==> src/mfc_pkg.sv <==
package mfc_pkg;

   // operation codes carried in the func field
   typedef enum logic [1:0] {
      FUNC_CMD     = 2'd0,
      FUNC_ENABLE  = 2'd1,
      FUNC_DISABLE = 2'd2,
      FUNC_DECODE  = 2'd3
   } func_type;

   // register file layout
   localparam int CSR_IDX_W  = 3;
   localparam int CSR_DATA_W = 26;
   localparam logic [CSR_IDX_W-1:0] CSR_BASE_ID   = 3'd0;
   localparam logic [CSR_IDX_W-1:0] CSR_ID_OFFSET = 3'd1;
   localparam logic [CSR_IDX_W-1:0] CSR_POS_LIMIT = 3'd2;
   localparam logic [CSR_IDX_W-1:0] CSR_VEL_LIMIT = 3'd3;
   localparam logic [CSR_IDX_W-1:0] CSR_TQ_LIMIT  = 3'd4;

   localparam int ID_W  = 11;
   localparam int LIM_W = 26;

   localparam logic [ID_W-1:0]  BASE_ID_RST   = 11'd1;
   localparam logic [ID_W-1:0]  ID_OFFSET_RST = 11'd0;
   localparam logic [LIM_W-1:0] POS_LIM_RST   = 26'd819200;
   localparam logic [LIM_W-1:0] VEL_LIM_RST   = 26'd1966080;
   localparam logic [LIM_W-1:0] TQ_LIM_RST    = 26'd655360;

   // gain ranges in Q16.16
   localparam logic [24:0] KP_TOP = 25'd32768000;
   localparam logic [18:0] KD_TOP = 19'd327680;

   // gain scaling: KP_TOP is 125 << 18 and KD_TOP is 5 << 16, so after the
   // power-of-two shift the rest is a multiply by ceil(2^26/125) or ceil(2^17/5)
   localparam logic [19:0] KP_RECIP = 20'd536871;
   localparam logic [14:0] KD_RECIP = 15'd26215;

   // control frames
   localparam logic [63:0] FRAME_FILL   = 64'hFFFF_FFFF_FFFF_FF00;
   localparam logic [7:0]  ENABLE_CODE  = 8'hFC;
   localparam logic [7:0]  DISABLE_CODE = 8'hFD;

   // shared divider geometry
   localparam int DIV_NUM_W = 43;
   localparam int DIV_DEN_W = 27;
   localparam int DIV_QUO_W = 27;

   localparam logic [DIV_DEN_W-1:0] TOP16 = 27'd65535;
   localparam logic [DIV_DEN_W-1:0] TOP12 = 27'd4095;

   typedef struct packed {
      func_type           func;
      logic signed [31:0] pos_cmd;
      logic signed [31:0] vel_cmd;
      logic [30:0]        stiffness_cmd;
      logic [30:0]        damping_cmd;
      logic signed [31:0] torque_cmd;
      logic [63:0]        rx_frame;
   } req_type;

   // what travels beside the dividers
   typedef struct packed {
      func_type    func;
      logic [7:0]  hdr;
      logic [15:0] temps;
      logic [11:0] kp_q;
      logic [11:0] kd_q;
   } side_type;

   typedef struct packed {
      side_type    side;
      logic [26:0] u_pos;
      logic [26:0] u_vel;
      logic [26:0] u_tq;
      logic [18:0] kp_z;
      logic [14:0] kd_z;
      logic [42:0] dq_pos;
      logic [38:0] dq_vel;
      logic [38:0] dq_tq;
   } prep_type;

   typedef struct packed {
      logic        tx_valid;
      logic [10:0] tx_id;
      logic [63:0] tx_data;
      logic [3:0]  fb_motor_id;
      logic [3:0]  fb_state;
      logic [31:0] fb_position;
      logic [31:0] fb_velocity;
      logic [31:0] fb_torque;
      logic [7:0]  mos_temp;
      logic [7:0]  coil_temp;
   } rsp_type;

   function automatic logic [LIM_W-1:0] eff_limit(logic [LIM_W-1:0] lim);
      return (lim == '0) ? LIM_W'(1) : lim;
   endfunction

   // clamp to +/- lim and shift into 0..2*lim
   function automatic logic [LIM_W:0] clamp_offset(logic signed [31:0] x,
                                                   logic [LIM_W-1:0] lim);
      logic signed [32:0] xs;
      logic signed [32:0] ls;
      logic signed [32:0] sum;
      xs  = 33'(x);
      ls  = $signed({7'd0, lim});
      sum = xs + ls;
      if (xs > ls) return {lim, 1'b0};
      else if (xs < -ls) return '0;
      else return sum[LIM_W:0];
   endfunction

endpackage

==> src/mfc_div.sv <==
module mfc_div #(
   parameter int NumWidth = mfc_pkg::DIV_NUM_W,
   parameter int DenWidth = mfc_pkg::DIV_DEN_W,
   parameter int QuoWidth = mfc_pkg::DIV_QUO_W
) (
   input  logic                clock,
   input  logic                advance,
   input  logic [NumWidth-1:0] num,
   input  logic [DenWidth-1:0] den,
   output logic [QuoWidth-1:0] quo
);

   // one quotient bit per stage, numerator must be below den << QuoWidth
   logic [DenWidth-1:0] rem_ff [QuoWidth];
   logic [QuoWidth-1:0] nlo_ff [QuoWidth];
   logic [QuoWidth-1:0] quo_ff [QuoWidth];
   logic [DenWidth-1:0] den_ff [QuoWidth];

   for (genvar k = 0; k < QuoWidth; k++) begin : g_stage
      logic [DenWidth-1:0] rem_prev;
      logic [QuoWidth-1:0] nlo_prev;
      logic [QuoWidth-1:0] quo_prev;
      logic [DenWidth-1:0] den_prev;
      logic [DenWidth:0]   trial;
      logic [DenWidth:0]   diff;
      logic                ge;
      logic [DenWidth-1:0] rem_in;

      if (k == 0) begin : g_first
         assign rem_prev = DenWidth'(num[NumWidth-1:QuoWidth]);
         assign nlo_prev = num[QuoWidth-1:0];
         assign quo_prev = '0;
         assign den_prev = den;
      end else begin : g_next
         assign rem_prev = rem_ff[k-1];
         assign nlo_prev = nlo_ff[k-1];
         assign quo_prev = quo_ff[k-1];
         assign den_prev = den_ff[k-1];
      end

      // restoring step
      assign trial  = {rem_prev, nlo_prev[QuoWidth-1]};
      assign diff   = trial - {1'b0, den_prev};
      assign ge     = (trial >= {1'b0, den_prev});
      assign rem_in = ge ? diff[DenWidth-1:0] : trial[DenWidth-1:0];

      always_ff @(posedge clock) begin
         if (advance) begin
            rem_ff[k] <= rem_in;
            nlo_ff[k] <= nlo_prev << 1;
            quo_ff[k] <= {quo_prev[QuoWidth-2:0], ge};
            den_ff[k] <= den_prev;
         end
      end
   end

   assign quo = quo_ff[QuoWidth-1];

endmodule

==> config.mk <==
export PLATFORM = sky130hd
export DESIGN_NAME = mfc_div
export DESIGN_NICKNAME = d
export VERILOG_FILES = /design/src/mfc_pkg.sv /design/src/mfc_div.sv
export SDC_FILE = /design/constraint.sdc
export NUM_CORES = 2
export LEC_CHECK = 0
export ABC_AREA = 0
export CELL_PAD_IN_SITES_DETAIL_PLACEMENT = 0
export CELL_PAD_IN_SITES_GLOBAL_PLACEMENT = 2
export CORE_MARGIN = 1.5
export CORE_UTILIZATION = 49
export DETAILED_ROUTE_END_ITERATION = 10
export DONT_BUFFER_PORTS = 1
export GPL_TIMING_DRIVEN = 0
export PLACE_DENSITY = 0.91
export SLEW_MARGIN = 20
export SYNTH_ARGS = -nofsm -noshare
export SYNTH_HDL_FRONTEND = slang
export SYNTH_SLANG_ARGS = --single-unit
export TNS_END_PERCENT = 100
==> constraint.sdc <==
create_clock -name clock -period 11.57 [get_ports clock]
set_clock_uncertainty 0.2 [all_clocks]
set_input_delay 0.5785 -clock clock [delete_from_list [all_inputs] [get_ports clock]]
set_output_delay 0.5785 -clock clock [all_outputs]
set_load 0.02 [all_outputs]
==> flow_summary.json <==
{
  "chipHeight_um": 471.9,
  "synthTopCellsByArea": "edfxtp_1 (59%), ha_1 (8.3%), inv_1 (3.1%)",
  "switching_share": 0.3644,
  "startpoint_type": "register",
  "ys_seq_area_frac": 0.5945,
  "cts_tree": "built",
  "end_kind": "register",
  "pin_count": 99,
  "worst_hold_slack_ps": 13.26,
  "yosys_most_used_dff": "edfxtp_1",
  "cts-buffers-inserted": 226,
  "drc_errors": 0,
  "critPathKind": "reg2reg",
  "min_period_ps": 5370,
  "final_max_slew_viol_count": 0,
  "finalHoldViolations": 0,
  "wl_um": 236000,
  "arrival_ps": 5730,
  "max_slew.worst_pin.slew_ps": 1143,
  "internal_power_uw": 21290,
  "grt_usage": 0.2091,
  "clk_latency_ps": 870,
  "ys_seq_elements": 2133,
  "p_clk_frac": 0.225,
  "rows": 171,
  "drtAntennaViolNets": 0,
  "area_delta_synth_final_pct": 11.68,
  "grt_max_degree": 196,
  "dp.final_hpwl_um": 173700,
  "htreeDepth": 4,
  "fmax_mhz": 186.2,
  "cap_violations": 0,
  "power.density_nw_per_um2": 278.4,
  "pwr-share-comb": 0.414,
  "numClockSinks": 2133,
  "cts-root-buf": "clkbuf_16",
  "die_w_um": 471.9,
  "synth.distinct_cells": 94,
  "grt_pass1_vias": 64630,
  "fin_nets": 9912,
  "syn_area_um2": 107700,
  "crit_fanout": 10,
  "netlist_instances": 8781,
  "synth_edf_count": 2133,
  "fin_crit_sh": 0.4641,
  "coreArea_um2": 217800,
  "setup_ws_ps": 6200,
  "n_fill_cell": 18210,
  "drt_first_pass_iters": 6,
  "initial_utilization": 0.4947,
  "drt_first_iter_violations": 5461,
  "finalSetupViolations": 0,
  "async_reset_ff_frac": 0,
  "synth_largest_area_cell": "edfxtp_1",
  "die-area_um2": 222700,
  "rsz0062_at_grt": "no",
  "leakage_uw": 0.04808,
  "place.gp.congestion": 0.9045,
  "vdd_drop_max_uv": 166.1,
  "clk_pin_slew_ps": 60,
  "post_drt_wl_per_cell_um": 19.44,
  "slew_headroom": 0.2380,
  "dp_slack_ps": 6282,
  "p_switching_uw": 12210,
  "hp-class": "in2reg",
  "vias_per_cell": 5.541,
  "vias": 67270,
  "crit_required_ps": 11930,
  "grt-ovfl-total": 0,
  "tns_ps": 0,
  "p_seq_frac": 0.361,
  "antenna_found_initial": 5,
  "synth_warnings": 0,
  "avgSynthCellArea_um2": 12.27,
  "final_layout_size_suffix_gt1_frac": 0.07595,
  "synth_top_cell_area_share": 0.5945,
  "port_buffers": 0,
  "grt_pass1_wl_um": 367300,
  "synthesis.nets": 9598,
  "cts.path.max_buffers": 3,
  "run_status": "completed"
}
==> metrics by stage <==
step / utilization / power [uW] / instance area, um2 / instances
6_report: 0.5524 / 33500 / 120300 / 12140
3_3_place_gp: 0.5111 / 25660 / 111300 / 11640
3_5_place_dp: 0.5127 / 25890 / 111700 / 11650
2_1_floorplan: - / 22060 / 107700 / 8781
4_1_cts: 0.5524 / 33670 / 120300 / 12140
5_1_grt: 0.5524 / 35770 / 120300 / 12140
==> cell type report <==
type | count | area, um2 | share of cell area
Buffer | 181 | 769.5 | 0.006395
Inverter | 889 | 3337 | 0.02773
Clock inverter | 163 | 2143 | 0.01781
Antenna cell | 2 | 5.005 | 0.00004159
Multi-Input combinational cell | 5578 | 39600 | 0.3291
Sequential cell | 2133 | 64050 | 0.5323
Clock buffer | 253 | 5757 | 0.04784
Tap cell | 2854 | 3571 | 0.02968
Timing Repair Buffer | 86 | 1086 | 0.009026
==> cell usage after synthesis, types with 71 or more instances <==
master and number:
xor2_1 252, nor2b_1 103, a21o_1 347, o21a_1 76
ha_1 719, nor3_1 78, nand2b_1 101, o21bai_1 71
mux2_2 216, clkbuf_1 146, xnor2_1 322, inv_1 888
nand2_1 644, o21ai_0 634, a21oi_1 610, nand4_1 110
nor2_1 412, nand3_1 139, edfxtp_1 2133
==> placed cells by master (no fill, tap or decap), types with 30 or more instances in the layout <==
| cell type | n |
|---|---|
| clkinv_2 | 30 |
| nand4_1 | 110 |
| o21ai_0 | 634 |
| clkinv_1 | 46 |
| clkbuf_16 | 226 |
| clkbuf_1 | 173 |
| a21oi_1 | 610 |
| o31ai_1 | 45 |
| and3_1 | 57 |
| nand3_1 | 139 |
| ha_1 | 719 |
| a211oi_1 | 55 |
| bufinv_16 | 36 |
| xnor2_1 | 322 |
| nor2_1 | 412 |
| nand2b_1 | 101 |
| mux2_2 | 216 |
| nor3_1 | 78 |
| o21bai_1 | 71 |
| a31oi_1 | 56 |
| dlygate4sd3_1 | 72 |
| o211ai_1 | 35 |
| edfxtp_1 | 2133 |
| xor2_1 | 252 |
| inv_1 | 888 |
| nand2_1 | 644 |
| a21o_1 | 347 |
| nor2b_1 | 103 |
| o21a_1 | 76 |
==> logic make-up after synthesis <==
group | Yosys count | synth area share
AOI/OAI and AO/OA | 2197 | 0.1274
xor gates and xnor gates | 574 | 0.04666
adders and majority gates | 745 | 0.08833
buffers and inverters | 1070 | 0.03811
DFF | 2133 | 0.5945
muxes | 239 | 0.02477
and+or+nand+nor | 1823 | 0.08024
==> worst paths after layout <==
check	depth (start not counted)	slack, ps	to	startpoint
worst max-delay path	15	6200	rem_ff[0][284]	den_ff[9][0]
worst min-delay path	1	10	rem_ff[0][310]	advance
worst max register to register	15	6200	rem_ff[0][284]	den_ff[9][0]
worst min register to register	0	190	quo_ff[1][227]	quo_ff[1][199]
==> state kept, by name, indices dropped and copies added (netlist names) <==
signal  flops
nlo_ff    351
den_ff    702
quo_ff    378
rem_ff    702
==> power by group through the flow <==
stage          logic (uW)  clock network (uW)  registers (uW)
3_3_place_gp        13400                   0           12300
5_1_grt             15500                8060           12300
3_5_place_dp        13600                   0           12300
6_report            13900                7550           12100
2_1_floorplan       10300                   0           11700
4_1_cts             13800                7770           12100
==> critical path: stages (launching register included) <==
cell and delay (ps):
edfxtp_1 420, ha_1 240, fa_1 390, nand2b_1 160, a21oi_1 190, o21ai_0 140
a21oi_1 200, o21ai_0 300, o21ai_0 650, o211ai_1 200, nand2b_1 140, a31o_2 150
clkbuf_1 530, clkbuf_1 630, buf_2 390, a21oi_1 130
==> per-layer routing <==
layer / track usage / wire, um / up-vias / share of wire
met5: 0 / 13 / - / 0.000055
met4: 0.05513 / 5545 / 2 / 0.023
met3: 0.03512 / 13400 / 329 / 0.057
met2: 0.3219 / 106000 / 1582 / 0.45
met1: 0.3070 / 111000 / 32400 / 0.47
li1: - / - / 32960 / -
==> what timing repair did <==
| action | in CTS | in global routing |
|---|---|---|
| buffers inserted | 0 | 0 |
| endpoints found under the setup margin | 0 | 0 |
| hold buffers | 73 | 0 |
| resized for setup | 0 | 0 |
| endpoints found under the hold margin | 187 | 0 |
Note: power is estimated with default switching activity, not from simulation.
